**config.mk**
```make
export PLATFORM = sky130hd
export DESIGN_NAME = smrg_job_fifo
export DESIGN_NICKNAME = d
export VERILOG_FILES = /design/src/smrg_pkg.sv /design/src/smrg_job_fifo.sv
export VERILOG_INCLUDE_DIRS = /design/src /design/src/src
export SDC_FILE = /design/constraint.sdc
export NUM_CORES = 1
export LEC_CHECK = 0
export CAP_MARGIN = 20
export CORE_ASPECT_RATIO = 1.2
export CORE_MARGIN = 2
export CORE_UTILIZATION = 55
export DETAILED_ROUTE_END_ITERATION = 12
export DONT_BUFFER_PORTS = 1
export PLACE_DENSITY = 0.75
export RECOVER_POWER = 25
export SLEW_MARGIN = 20
export SYNTH_ARGS = -nofsm -noshare
export SYNTH_HDL_FRONTEND = slang
export SYNTH_SLANG_ARGS = --single-unit
export TNS_END_PERCENT = 100
```
**constraint.sdc**
```tcl
create_clock -name clk -period 3.24 [get_ports clk]
set_input_delay 0.324 -clock clk [delete_from_list [all_inputs] [get_ports clk]]
set_output_delay 0.324 -clock clk [all_outputs]
set_load 0.005 [all_outputs]
```
**src/assert_macros.svh**
```systemverilog
// Assertion helpers shared by the RTL files.
`ifndef ASSERT_MACROS_SVH
`define ASSERT_MACROS_SVH

`ifndef SYNTHESIS

// Condition must hold at every clock edge out of reset.
`define ASSERT_ALWAYS(label, clk, rst_n, cond) \
	label: assert property (@(posedge clk) disable iff (!rst_n) (cond)) \
		else $error("assertion failed");

// Antecedent implies consequent in the same cycle.
`define ASSERT_IMPLIES(label, clk, rst_n, ante, cons) \
	label: assert property (@(posedge clk) disable iff (!rst_n) (ante) |-> (cons)) \
		else $error("assertion failed");

// Antecedent implies consequent in the next cycle.
`define ASSERT_NEXT(label, clk, rst_n, ante, cons) \
	label: assert property (@(posedge clk) disable iff (!rst_n) (ante) |=> (cons)) \
		else $error("assertion failed");

`else

`define ASSERT_ALWAYS(label, clk, rst_n, cond)
`define ASSERT_IMPLIES(label, clk, rst_n, ante, cons)
`define ASSERT_NEXT(label, clk, rst_n, ante, cons)

`endif

`endif

```
**src/smrg_pkg.sv**
```systemverilog
package smrg_pkg;

	// Field widths
	localparam int GRAD_W = 16;
	localparam int PROB_W = 16;
	localparam int LEN_W  = 7;
	localparam int DOT_W  = 40;
	localparam int DIFF_W = 41;
	localparam int PROD_W = 58;
	localparam int ENTRY_W = GRAD_W + PROB_W;

	localparam logic [LEN_W-1:0] ROW_LENGTH_RESET = 7'd64;

	// Round-half-up bias for the Q14.44 -> Q4.12 reduction
	localparam logic signed [PROD_W-1:0] ROUND_BIAS = 58'sd2147483648;
	localparam logic signed [PROD_W-33:0] SAT_HI = 26'sd32767;
	localparam logic signed [PROD_W-33:0] SAT_LO = -26'sd32768;

	// One finished row waiting for the back end
	typedef struct packed {
		logic                    bank;
		logic [LEN_W-1:0]        len;
		logic signed [DOT_W-1:0] dot;
	} row_job_t;

	// Job queue status seen by front and back
	typedef struct packed {
		logic full;
		logic empty;
	} job_status_t;

endpackage

```
**src/smrg_job_fifo.sv**
```systemverilog
`include "assert_macros.svh"

module smrg_job_fifo (
	input  logic                clk,
	input  logic                arst_n,
	input  logic                push,
	input  smrg_pkg::row_job_t  push_job,
	input  logic                pop,
	output smrg_pkg::row_job_t  head_job,
	output smrg_pkg::job_status_t status
);
	import smrg_pkg::*;

	localparam int DEPTH = 2;

	row_job_t   slot_q [DEPTH];
	logic       wr_ptr_q;
	logic       rd_ptr_q;
	logic [1:0] count_q;

	// Pointers and fill count
	always_ff @(posedge clk or negedge arst_n) begin
		if (!arst_n) begin
			wr_ptr_q <= 1'b0;
			rd_ptr_q <= 1'b0;
			count_q  <= 2'd0;
		end else begin
			if (push) wr_ptr_q <= ~wr_ptr_q;
			if (pop)  rd_ptr_q <= ~rd_ptr_q;
			case ({push, pop})
				2'b10:   count_q <= count_q + 2'd1;
				2'b01:   count_q <= count_q - 2'd1;
				default: count_q <= count_q;
			endcase
		end
	end

	// Job slots
	always_ff @(posedge clk) begin
		if (push) slot_q[wr_ptr_q] <= push_job;
	end

	assign head_job     = slot_q[rd_ptr_q];
	assign status.full  = (count_q == 2'(DEPTH));
	assign status.empty = (count_q == 2'd0);

	`ASSERT_ALWAYS(a_no_overflow, clk, arst_n, !(push && status.full))
	`ASSERT_ALWAYS(a_no_underflow, clk, arst_n, !(pop && status.empty))
	`ASSERT_ALWAYS(a_count_range, clk, arst_n, count_q <= 2'(DEPTH))

endmodule

```
==> results.toml, run 1 <==
[pwr]
p_leak_nw = 1.331
pwr_density_cell_nw_per_um2 = 841.2
switching_share_pct = 25.52
clkPwrFrac_pct = 23.9
internal-power_mw = 2.502
seqPwrFrac_pct = 54.7
p_comb_share_pct = 21.4
p_switching_mw = 0.8573
ir_drop_mv = 0.7237
p_total_mw = 3.359

[routing]
drt_pass1_iterations = 4
vias = 1449
wirelength_um = 5471
drc = 0
post_drt_wl_per_cell_um = 20.80
viasPerCell = 5.510
drt_iter0_drc = 131
detail-route-antenna-nets = 0

[global_route]
track_usage_pct = 16.00
antenna_found_initial = 0
grt_remaining_overflow = 0
grt_max_degree = 49
grt_pass1_wl_um = 8369
grt_pass1_vias = 1622

[die]
num_io_pins = 102
start_util_pct = 57.30
die_area_um2 = 7390
coreArea_um2 = 6446
dieWidth_um = 78.81
dieHeight_um = 93.77
rows = 32

[critical_path]
cp_max_fo = 31
r2r_slack_ns = 1.40
cp-end-kind = "output pin"
critPathMaxStageDelay_ns = 0.62
critPathTopFamily = "flip-flops"
cp_slowest_cell = "dfrtp_2"
cp-start-kind = "register"
criticalPathCategory = "reg2out"
arrival_ns = 1.88
crit_cells = 2
cp.required_ns = 2.92
worst-path-buf-inv = 1
r2r_cells = 2
crit_path_cell_trace = "buf_4 -> mux2_2"

[logic_synthesis]
syn_inst = 165
avgSynthCellArea_um2 = 22.39
yosysUniqueCellTypes = 14
yosys_warnings = 0
ys_ff_latch = 100
synth_fp_nets = 218
syn_area_um2 = 3694
seq_area_frac_synth_pct = 80.76

[clock_network]
htreeDepth = 3
cts_made_buffers = 9
worstSkewPairLatency_ns = 0.34
clock_path_buffers = 2
cts_sinks = 100
clk_pin_slew_ns = 0.08
cts_tree = "yes"
cts_setup_buffers = 0
post_cts_resized = 0
hold_buffers = 1
cts_root_buffer = "clkbuf_8"

[sta]
hold_viol = 0
finalWorstSetupSlack_ns = 1.034
fin_skew_ns = 0.006811
tightest_slew_ns = 0.8203
holdWs_ns = 0.06045
finalSetupViolations = 0
setup_tns_ns = 0
rsz0062_at_grt = "no"
fmax_ghz = 0.4534
period_minus_slack_ns = 2.206
slew_violations = 0
slew_headroom_pct = 45.18
fin_crit_sh_pct = 68.08

[placed_design]
port-buffer-count = 0
gp_congestion = 0.7122
place_area_um2 = 3776
dp_hpwl_um = 3730
place_ws_ns = 1.358

[final_layout]
drive_gt1_share_pct = 37.08
syn2layout_area_growth_pct = 8.130
nets = 227
fin_area_um2 = 3994
num_antenna_cells = 0
fill_cells = 433

[hold_path]
hold_depth = 1
min-delay-path-class = "in2reg"

[outcome]
status = "completed"

[run]
max_cap_viol_count = 0
## area by class of cell
type / count / area [um2] / area share [%]
repair buffers: 3 / 25.02 / 0.6266
multi-input cells: 59 / 668.1 / 16.73
clock inverters: 4 / 75.07 / 1.880
well taps: 85 / 106.4 / 2.663
clock buffers: 11 / 131.4 / 3.289
flip-flops and latches: 100 / 2984 / 74.72
inverters: 1 / 3.754 / 0.09398
## synth_stat cells, drive strengths merged
| cell | instances | share of area [%] |
|---|---|---|
| dfrtp | 4 | 2.7 |
| buf | 5 | 1.3 |
| and2 | 1 | 0.17 |
| xnor2 | 2 | 0.47 |
| nor2b | 1 | 0.17 |
| mux2 | 48 | 16 |
| xor2 | 3 | 0.71 |
| edfxtp | 96 | 78 |
| ha | 1 | 0.34 |
| nor2 | 3 | 0.30 |
| inv | 1 | 0.10 |
## power by group through the flow
| stage | Sequential [mW] | Combinational [mW] | Clock [mW] |
|---|---|---|---|
| 6_report | 1.84 | 0.718 | 0.803 |
| 3_3_place_gp | 1.85 | 0.711 | 0 |
| 5_1_grt | 1.87 | 0.781 | 0.871 |
| 4_1_cts | 1.84 | 0.742 | 0.821 |
| 2_1_floorplan | 1.81 | 0.677 | 0 |
| 3_5_place_dp | 1.87 | 0.740 | 0 |
## cell usage in the layout, fill, tap and decap left out, drive strengths merged, types with 2 or more instances in the layout
cell	instances
xnor2	2
dfrtp	4
edfxtp	96
buf	2
clkinvlp	2
xor2	3
bufinv	2
nor2	3
clkbuf	11
mux2	48
## metrics by stage
step | util [%] | cells
floorplan | - | 165
global placement | 58.58 | 247
detailed placement | 58.58 | 247
CTS | 61.94 | 263
global route | 61.96 | 263
finish | 61.96 | 263
## cell families (layout without fill, tap and decap cells)
| group | Yosys count | count (layout) | synth area share [%] |
|---|---|---|---|
| xor gates and xnor gates | 5 | 5 | 1.186 |
| adders and majority gates | 1 | 1 | 0.3387 |
| buffers and inverters | 6 | 19 | 1.422 |
| DFF | 100 | 100 | 80.76 |
| muxes | 48 | 48 | 15.65 |
| and+or+nand+nor | 5 | 5 | 0.6438 |
## path summary, 6_finish.rpt
path,start,to
max,rd_ptr_q,head_job[4]
max in group asynchronous,arst_n,rd_ptr_q
min in group asynchronous,arst_n,wr_ptr_q
min,push,wr_ptr_q
min reg2reg,count_q[1],count_q[1]
max reg2reg,wr_ptr_q,slot_q[0][12]
## sequential cells by signal, summed over array words and instances, names as in the netlist
register,cells
count_q,2
wr_ptr_q,1
slot_q,96
rd_ptr_q,1
## routing by layer
metal / track usage, % / up-vias / share of wire [%]
met4: 7.328 / 0 / 1.6
li1: - / 660 / -
met2: 26.92 / 68 / 54
met5: 0 / - / 0
met1: 16.58 / 709 / 35
met3: 8.269 / 12 / 9.4
No activity file was read; power rests on OpenSTA's default activity.
==> run 2: changes to the inputs <==
==> constraint.sdc (replaced) <==
create_clock -name clk -period 2.04 [get_ports clk]
set_input_delay 0.204 -clock clk [delete_from_list [all_inputs] [get_ports clk]]
set_output_delay 0.204 -clock clk [all_outputs]
set_load 0.005 [all_outputs]
==> run 2 against run 1 <==
Net effect: clock power up 62%; die area did not move; first-iteration DRC count is 27% lower; sequential power grew 55%; global-route usage grew 1.4 points; largest cell class unchanged.
==> results.toml, run 2 (synthesis results as in run 1) <==
[global_route]
track_usage_pct = 17.39
grt_max_degree = 50
grt_pass1_vias = 1825
grt_pass1_wl_um = 9225
antenna_found_initial = 0
grt_remaining_overflow = 0

[clock_network]
cts_tree = "yes"
hold_buffers = 51
cts_sinks = 100
clock_path_buffers = 2
cts_made_buffers = 9
cts_root_buffer = "clkbuf_8"
worstSkewPairLatency_ns = 0.35
clk_pin_slew_ns = 0.09
post_cts_resized = 0
htreeDepth = 3
cts_setup_buffers = 0

[run]
max_cap_viol_count = 0

[pwr]
ir_drop_mv = 1.200
pwr_density_cell_nw_per_um2 = 1218
p_leak_nw = 1.561

[final_layout]
top_register = "slot_q"
largest_reg_flops = 96
reg_top3 = "slot_q (96), count_q (2)"
fin_area_um2 = 4539
num_antenna_cells = 0
fill_cells = 388
nets = 278
syn2layout_area_growth_pct = 22.90
drive_gt1_share_pct = 29.13
layout_common_cells = "edfxtp_1 (96), dlygate4sd3_1 (51), mux2_2 (38)"
final_util_pct = 70.42
final_common_cell = "edfxtp_1"

[sta]
tightest_slew_ns = 0.2883
finalSetupViolations = 0
slew_violations = 0
fin_crit_sh_pct = 79.38
rsz0062_at_grt = "no"
fmax_ghz = 0.6175
finalWorstSetupSlack_ns = 0.4206
hold_viol = 0
holdWs_ns = 0.1213
slew_headroom_pct = 80.78
fin_skew_ns = 0.01031
setup_tns_ns = 0
period_minus_slack_ns = 1.619

[hold_path]
min-delay-path-class = "in2reg"

[routing]
drc = 0
drt_iter0_drc = 96
wirelength_um = 6064
viasPerCell = 5.302
vias = 1670
post_drt_wl_per_cell_um = 19.25
detail-route-antenna-nets = 0
drt_pass1_iterations = 4

[die]
rows = 32
dieHeight_um = 93.77
start_util_pct = 57.30
num_io_pins = 102
dieWidth_um = 78.81
die_area_um2 = 7390
coreArea_um2 = 6446

[placed_design]
gp_congestion = 0.6427
dp_hpwl_um = 3653
place_area_um2 = 3821
port-buffer-count = 0
place_ws_ns = 0.7900

[critical_path]
criticalPathCategory = "reg2out"
cp-start-kind = "register"
cp.required_ns = 1.84
cp-end-kind = "output pin"
arrival_ns = 1.42
cp_max_fo = 49

[outcome]
status = "completed"
[run 2: cell types whose count changed in the layout (fill, tap and decap cells not counted)]
cell | previous run | this run
clkinv_2 | 0 | 1
buf_12 | 0 | 3
buf_4 | 2 | 0
clkinv_1 | 0 | 1
clkinvlp_4 | 2 | 1
and2_2 | 0 | 1
and2_4 | 1 | 0
dlygate4sd3_1 | 1 | 51
[run 2: layout make-up]
type	instances	area, um2	share of cell area (%)
Timing Repair Buffer	54	570.5	12.57
Multi-Input combinational cell	59	666.9	14.69
Clock inverter	5	76.32	1.681
Tap cell	85	106.4	2.343
Inverter	1	3.754	0.08269
Sequential cell	100	2984	65.74
Clock buffer	11	131.4	2.894
[run 2: power breakdown]
part | total (mW) | internal (mW) | leakage (nW) | switching [mW]
sequential | 2.86 | 2.73 | 0.947 | 0.132
combinational | 1.37 | 0.682 | 0.514 | 0.692
clock | 1.30 | 0.686 | 0.101 | 0.610
[run 2: through the flow]
stage	instances	power (mW)
4_1_cts	315	5.586
6_report	315	5.529
5_1_grt	315	5.770
3_3_place_gp	248	4.123
2_1_floorplan	165	3.950
3_5_place_dp	248	4.216
[run 2: layer usage]
| metal | global-route usage, % | part of all wire (%) | vias up |
|---|---|---|---|
| met5 | 0 | 0 | - |
| met3 | 4.808 | 6.0 | 12 |
| li1 | - | - | 765 |
| met1 | 18.72 | 37 | 828 |
| met4 | 9.052 | 1.8 | 0 |
| met2 | 31.05 | 55 | 65 |
[run 2: final timing paths]
kind | from | to | slack, ns | cells past startpoint
setup / recovery | rd_ptr_q | head_job[3] | 0.42 | 2
hold / removal | pop | count_q[0] | 0.12 | 2
setup reg to reg | wr_ptr_q | slot_q[1][31] | 0.83 | 2
hold reg to reg | count_q[1] | count_q[1] | 0.49 | 1
max in group asynchronous | arst_n | rd_ptr_q | 1.70 | 1
min in group asynchronous | arst_n | count_q[0] | 0.13 | 1
[run 2: worst max-delay path, cell delays in order, from the launching register on]
cell,delay [ns]
dfrtp_2,0.38
buf_12,0.27
mux2_2,0.40
