$ cat config.mk
export PLATFORM = sky130hd
export DESIGN_NAME = smrg_front
export DESIGN_NICKNAME = d
export VERILOG_FILES = /design/src/smrg_pkg.sv /design/src/smrg_front.sv
export VERILOG_INCLUDE_DIRS = /design/src /design/src/src
export SDC_FILE = /design/constraint.sdc
export NUM_CORES = 1
export LEC_CHECK = 0
export ABC_CLOCK_PERIOD_IN_PS = 11420
export BUFFER_PORTS_ARGS = -buffer_cell sky130_fd_sc_hd__buf_2
export CAP_MARGIN = 0
export CORE_MARGIN = 5
export CORE_UTILIZATION = 59
export CTS_CLUSTER_DIAMETER = 200
export CTS_CLUSTER_SIZE = 10
export DETAILED_ROUTE_END_ITERATION = 12
export PLACE_DENSITY_LB_ADDON = 0.2
export SLEW_MARGIN = 0
export SYNTH_ARGS = -nofsm -noshare
export SYNTH_HDL_FRONTEND = slang
export SYNTH_SLANG_ARGS = --single-unit
$ cat constraint.sdc
create_clock -name clk -period 11.42 [get_ports clk]
set_input_delay 1.713 -clock clk [delete_from_list [all_inputs] [get_ports clk]]
set_output_delay 1.713 -clock clk [all_outputs]
set_load 0.02 [all_outputs]
$ cat src/assert_macros.svh
// Assertion helpers shared by the RTL files.
`ifndef ASSERT_MACROS_SVH
`define ASSERT_MACROS_SVH

`ifndef SYNTHESIS

// Condition must hold at every clock edge out of reset.
`define ASSERT_ALWAYS(label, clk, rst_n, cond) \
	label: assert property (@(posedge clk) disable iff (!rst_n) (cond)) \
		else $error("assertion failed");

// Antecedent implies consequent in the same cycle.
`define ASSERT_IMPLIES(label, clk, rst_n, ante, cons) \
	label: assert property (@(posedge clk) disable iff (!rst_n) (ante) |-> (cons)) \
		else $error("assertion failed");

// Antecedent implies consequent in the next cycle.
`define ASSERT_NEXT(label, clk, rst_n, ante, cons) \
	label: assert property (@(posedge clk) disable iff (!rst_n) (ante) |=> (cons)) \
		else $error("assertion failed");

`else

`define ASSERT_ALWAYS(label, clk, rst_n, cond)
`define ASSERT_IMPLIES(label, clk, rst_n, ante, cons)
`define ASSERT_NEXT(label, clk, rst_n, ante, cons)

`endif

`endif

$ cat src/smrg_pkg.sv
package smrg_pkg;

	// Field widths
	localparam int GRAD_W = 16;
	localparam int PROB_W = 16;
	localparam int LEN_W  = 7;
	localparam int DOT_W  = 40;
	localparam int DIFF_W = 41;
	localparam int PROD_W = 58;
	localparam int ENTRY_W = GRAD_W + PROB_W;

	localparam logic [LEN_W-1:0] ROW_LENGTH_RESET = 7'd64;

	// Round-half-up bias for the Q14.44 -> Q4.12 reduction
	localparam logic signed [PROD_W-1:0] ROUND_BIAS = 58'sd2147483648;
	localparam logic signed [PROD_W-33:0] SAT_HI = 26'sd32767;
	localparam logic signed [PROD_W-33:0] SAT_LO = -26'sd32768;

	// One finished row waiting for the back end
	typedef struct packed {
		logic                    bank;
		logic [LEN_W-1:0]        len;
		logic signed [DOT_W-1:0] dot;
	} row_job_t;

	// Job queue status seen by front and back
	typedef struct packed {
		logic full;
		logic empty;
	} job_status_t;

endpackage

$ cat src/smrg_front.sv
`include "assert_macros.svh"

module smrg_front #(
	parameter int MAX_ROW = 64,
	parameter int AW      = 6
) (
	input  logic                          clk,
	input  logic                          arst_n,
	input  logic                          cfg_we,
	input  logic [smrg_pkg::LEN_W-1:0]    cfg_wdata,
	input  logic                          s_tvalid,
	output logic                          s_tready,
	input  logic [31:0]                   s_tdata,
	input  smrg_pkg::job_status_t         status,
	output logic                          push,
	output smrg_pkg::row_job_t            push_job,
	output logic                          wr_en,
	output logic [AW:0]                   wr_addr,
	output logic [smrg_pkg::ENTRY_W-1:0]  wr_data
);
	import smrg_pkg::*;

	logic [LEN_W-1:0]        row_length_q;
	logic [LEN_W-1:0]        count_q;
	logic signed [DOT_W-1:0] dot_q;
	logic                    bank_q;

	logic signed [GRAD_W-1:0] grad;
	logic [PROB_W-1:0]        prob;
	logic [AW-1:0]            idx;
	logic [LEN_W-1:0]         n;
	logic [LEN_W-1:0]         eff_len;
	logic signed [DOT_W-1:0]  gp;
	logic signed [DOT_W-1:0]  dot_next;
	logic                     accept;
	logic                     row_done;

	assign grad = s_tdata[GRAD_W-1:0];
	assign prob = s_tdata[GRAD_W +: PROB_W];

	// Accept while the back end still has a free row bank
	assign s_tready = !status.full;
	assign accept   = s_tvalid && s_tready;

	// Effective row length: zero means one, cap at MAX_ROW
	always_comb begin
		if (row_length_q == '0) begin
			eff_len = LEN_W'(1);
		end else if (row_length_q > LEN_W'(MAX_ROW)) begin
			eff_len = LEN_W'(MAX_ROW);
		end else begin
			eff_len = row_length_q;
		end
	end

	// Slot index, product and running dot
	always_comb begin
		if (count_q >= LEN_W'(MAX_ROW)) begin
			idx = AW'(MAX_ROW - 1);
		end else begin
			idx = count_q[AW-1:0];
		end
		n        = LEN_W'(idx) + LEN_W'(1);
		gp       = grad * $signed({1'b0, prob});
		dot_next = dot_q + gp;
		row_done = (n >= eff_len);
	end

	assign wr_en   = accept;
	assign wr_addr = {bank_q, idx};
	assign wr_data = {prob, grad};

	assign push          = accept && row_done;
	assign push_job.bank = bank_q;
	assign push_job.len  = n;
	assign push_job.dot  = dot_next;

	// Config register
	always_ff @(posedge clk or negedge arst_n) begin
		if (!arst_n) begin
			row_length_q <= ROW_LENGTH_RESET;
		end else if (cfg_we) begin
			row_length_q <= cfg_wdata;
		end
	end

	// Row accumulation state
	always_ff @(posedge clk or negedge arst_n) begin
		if (!arst_n) begin
			count_q <= '0;
			dot_q   <= '0;
			bank_q  <= 1'b0;
		end else if (accept) begin
			if (row_done) begin
				count_q <= '0;
				dot_q   <= '0;
				bank_q  <= ~bank_q;
			end else begin
				count_q <= n;
				dot_q   <= dot_next;
			end
		end
	end

	`ASSERT_ALWAYS(a_count_below_max, clk, arst_n, count_q < LEN_W'(MAX_ROW))
	`ASSERT_NEXT(a_push_clears_row, clk, arst_n, push, count_q == '0 && dot_q == '0)
	`ASSERT_NEXT(a_bank_toggles, clk, arst_n, push, bank_q != $past(bank_q))

endmodule

==> metrics.cfg <==
[routing]
route.detailed.drc=0
post_drt_wl_per_cell_um=17.1
vias_per_cell=5.48
via_count=10410
ant_nets=0
first_iter_violations=646
wl_um=32400
drt-pass1-iter-count=8

[placement]
port_buffers=133
detailedPlacementHpwl_um=26700
numPlacedInstances=1890
gp_congestion=0.895

[worst_setup_path]
crit_path_max_fanout=16
critical_path.endpoint_type=output port
worstSetupPathType=in -> out
critPathLaunchType=input port
critPathArrivalTime_ns=7.92
required_ns=9.71

[status]
outcome=finished clean

[synth]
synthesis.yosys.warnings=0
synth_flop_cell=sky130_fd_sc_hd__dfrtp_1
synth_enable_flop_cells=0
synth_seq_area_share_pct=10.3
synthArstFlopShare_pct=100
post_synthesis_cells=1562
mappedNetlistNets=1980
synth_area_per_cell_um2=8.57
synth_area_um2=13400
postSynthRegisterBits=55
netlist-cell-type-count=65

[final_layout]
area_growth_syn_to_layout_pct=5.35
nFillCells=1967
diodes=0
final_layout_size_suffix_gt1_share_pct=10.6
stdcell_count=1898
num-nets-final=2030

[floorplan]
start_util_pct=59.5
core_region_area_um2=22500
floorplan.rows=55
dieHeight_um=161
num_io_pins=135
floorplan.die.width_um=161
floorplan.die_area_um2=25800

[sta]
worst_slew_pin_slew_ns=0.743
grt_setup_unrepaired=false
finalCriticalPeriod_ns=9.63
relSlewSlack_pct=50.4
min_period_over_period_pct=84.4
final-max-slew-violation-count=0
timing.setup.tns_ns=0
finalClockSkew_ns=0.00876
report.final.hold_viol_count=0
setup-violations-final=0
maximum_frequency_from_static_timing_analysis_mhz=104

[clocking]
cts_setup_buffers=0
clkTransAtPathRegs_ns=0.09
clock_path_buffers=2
clkSinkCount=55
tritoncts.num_buffers=5
ctsResizeCount=0
postCtsHoldBufs=0
cts_root_buf=sky130_fd_sc_hd__clkbuf_16
cts_tree=yes
clkLatencyLatePin_ns=0.31
htree_num_levels=2

[grt]
number_of_antenna_violations_at_the_first_check_in_global_routing=0
wire_length_of_the_first_global_routing_pass_um=55600
pin_count_of_the_biggest_net_entering_global_routing=56
aggregate_global_route_resource_usage_pct=26.1
globalRouteOverflowTotal=0
first_global_vias=11143

[min_path]
hold_path.class=reg -> reg

[flow_run]
drv.max_cap_violation_count=0

-- final timing paths --
kind                                   startpoint  cells after the start  slack (ns)                      to
setup / recovery                      s_tdata[15]                     22        1.79            push_job[28]
hold / removal             count_q[0]$_DFFE_PN0P_                      2        0.47  count_q[0]$_DFFE_PN0P_
setup reg to reg            dot_q[15]$_DFFE_PN0P_                     16        6.25   dot_q[37]$_DFFE_PN0P_
hold reg to reg            count_q[0]$_DFFE_PN0P_                      2        0.47  count_q[0]$_DFFE_PN0P_
max in group asynchronous                  arst_n                      2        9.38   dot_q[17]$_DFFE_PN0P_
min in group asynchronous                  arst_n                      2        1.52   dot_q[31]$_DFFE_PN0P_
-- layer usage --
layer / global-route usage, % / up-vias / wire length (um)
met4: 4.81 / 0 / 427
li1: - / 4869 / -
met1: 37.2 / 5148 / 14700
met5: 0 / - / 0
met3: 3.46 / 41 / 1920
met2: 43.6 / 352 / 15300
-- Yosys cell counts, types with 3 or more instances --
master / instances / area [um^2]
sky130_fd_sc_hd__and2_1: 132 / 826
sky130_fd_sc_hd__dfrtp_1: 54 / 1350
sky130_fd_sc_hd__a21o_1: 8 / 60.1
sky130_fd_sc_hd__buf_2: 6 / 30.0
sky130_fd_sc_hd__and4_1: 3 / 26.3
sky130_fd_sc_hd__inv_1: 343 / 1290
sky130_fd_sc_hd__o21ai_0: 41 / 205
sky130_fd_sc_hd__xnor2_1: 23 / 201
sky130_fd_sc_hd__ha_1: 146 / 1830
sky130_fd_sc_hd__nand2b_1: 13 / 81.3
sky130_fd_sc_hd__a32o_1: 3 / 30.0
sky130_fd_sc_hd__o21a_1: 4 / 30.0
sky130_fd_sc_hd__nand2_1: 221 / 830
sky130_fd_sc_hd__a31o_2: 3 / 26.3
sky130_fd_sc_hd__o21ai_1: 7 / 35.0
sky130_fd_sc_hd__fa_1: 227 / 4540
sky130_fd_sc_hd__xor2_1: 13 / 114
sky130_fd_sc_hd__o31ai_1: 7 / 52.6
sky130_fd_sc_hd__a221o_1: 3 / 30.0
sky130_fd_sc_hd__a21oi_1: 49 / 245
sky130_fd_sc_hd__nor2_1: 47 / 176
sky130_fd_sc_hd__o221ai_1: 3 / 26.3
sky130_fd_sc_hd__nor4_1: 3 / 18.8
sky130_fd_sc_hd__or3_1: 4 / 25.0
sky130_fd_sc_hd__nand3_1: 17 / 85.1
sky130_fd_sc_hd__a2111o_1: 4 / 45.0
sky130_fd_sc_hd__a22o_1: 14 / 123
sky130_fd_sc_hd__or2_2: 3 / 18.8
sky130_fd_sc_hd__clkbuf_1: 52 / 195
sky130_fd_sc_hd__nand4_1: 9 / 56.3
sky130_fd_sc_hd__o211ai_1: 5 / 37.5
sky130_fd_sc_hd__buf_4: 34 / 255
sky130_fd_sc_hd__nor3_1: 13 / 65.1
sky130_fd_sc_hd__mux2_2: 6 / 67.6
-- registers in the layout, summed over array words and instances, names as in the netlist --
| register | cells |
|---|---|
| dot_q | 40 |
| row_length_q | 7 |
| count_q | 7 |
| bank_q | 1 |
-- per-stage QoR --
stage / setup WS [ns] / hold WS (ns) / cell area, um^2 / utilization (%)
after floorplan: 2.61 / 0.440 / 13400 / -
after global placement: 1.76 / 0.455 / 14000 / 62.0
after detailed placement: 1.79 / 0.458 / 14000 / 62.0
after CTS: 1.76 / 0.478 / 14100 / 62.7
after global routing: 1.48 / 0.490 / 14100 / 62.7
final: 1.79 / 0.471 / 14100 / 62.7
-- worst max-delay path, stage by stage --
cell and delay, ns:
sky130_fd_sc_hd__buf_2 0.37, sky130_fd_sc_hd__inv_1 0.41, sky130_fd_sc_hd__nor2_1 0.23, sky130_fd_sc_hd__fa_1 0.43
sky130_fd_sc_hd__inv_1 0.08, sky130_fd_sc_hd__fa_1 0.42, sky130_fd_sc_hd__fa_1 0.55, sky130_fd_sc_hd__inv_1 0.07
sky130_fd_sc_hd__fa_1 0.48, sky130_fd_sc_hd__inv_1 0.05, sky130_fd_sc_hd__fa_1 0.47, sky130_fd_sc_hd__fa_1 0.50
sky130_fd_sc_hd__inv_1 0.04, sky130_fd_sc_hd__ha_1 0.38, sky130_fd_sc_hd__a21oi_1 0.23, sky130_fd_sc_hd__o21ai_0 0.20
sky130_fd_sc_hd__nor3_1 0.23, sky130_fd_sc_hd__nand3_1 0.22, sky130_fd_sc_hd__and2_1 0.26, sky130_fd_sc_hd__a21oi_1 0.23
sky130_fd_sc_hd__xnor2_1 0.16, sky130_fd_sc_hd__buf_2 0.20
-- cell type report --
| type | instances | area (um^2) | share of cell area, % |
|---|---|---|---|
| inverters | 344 | 1290 | 9.15 |
| well taps | 285 | 357 | 2.53 |
| clock buffers | 5 | 125 | 0.887 |
| repair buffers | 138 | 703 | 4.98 |
| multi-input cells | 1068 | 10200 | 72.5 |
| flip-flops and latches | 55 | 1380 | 9.76 |
| clock inverters | 3 | 31.3 | 0.222 |
-- cells in the final DEF (no fill, tap or decap), types with 3 or more instances in the layout --
cell and instances:
sky130_fd_sc_hd__o221ai_1 3, sky130_fd_sc_hd__and2_1 132, sky130_fd_sc_hd__clkbuf_16 5, sky130_fd_sc_hd__and4_1 3, sky130_fd_sc_hd__o21a_1 4, sky130_fd_sc_hd__buf_2 133
sky130_fd_sc_hd__dfrtp_1 54, sky130_fd_sc_hd__a22o_1 14, sky130_fd_sc_hd__ha_1 146, sky130_fd_sc_hd__mux2_2 6, sky130_fd_sc_hd__nand2b_1 13, sky130_fd_sc_hd__a221o_1 3
sky130_fd_sc_hd__a21o_1 8, sky130_fd_sc_hd__a31o_2 3, sky130_fd_sc_hd__o31ai_1 7, sky130_fd_sc_hd__nor4_1 3, sky130_fd_sc_hd__a32o_1 3, sky130_fd_sc_hd__inv_1 343
sky130_fd_sc_hd__nand2_1 220, sky130_fd_sc_hd__nor3_1 13, sky130_fd_sc_hd__fa_1 227, sky130_fd_sc_hd__nor2_1 47, sky130_fd_sc_hd__o211ai_1 5, sky130_fd_sc_hd__xnor2_1 23
sky130_fd_sc_hd__o21ai_0 41, sky130_fd_sc_hd__xor2_1 13, sky130_fd_sc_hd__buf_4 5, sky130_fd_sc_hd__o21ai_1 7, sky130_fd_sc_hd__nand3_1 17, sky130_fd_sc_hd__nand4_1 9
sky130_fd_sc_hd__a21oi_1 49, sky130_fd_sc_hd__a2111o_1 4, sky130_fd_sc_hd__or2_2 3, sky130_fd_sc_hd__or3_1 4
-- kinds of logic (layout without fill, tap and decap cells) --
| group | after synthesis | count (layout) | share of synthesized area [%] |
|---|---|---|---|
| flops | 55 | 55 | 10.3 |
| simple gates | 478 | 478 | 17.3 |
| buf+inv | 439 | 490 | 13.4 |
| mux | 6 | 6 | 0.505 |
| compound gates | 175 | 175 | 8.62 |
| fa+ha+maj | 373 | 373 | 47.6 |
| xor+xnor | 36 | 36 | 2.35 |
Power is left out: the tool's default activity adds up to more than one toggle a clock period on the data nets, which glitch-free logic cannot reach.
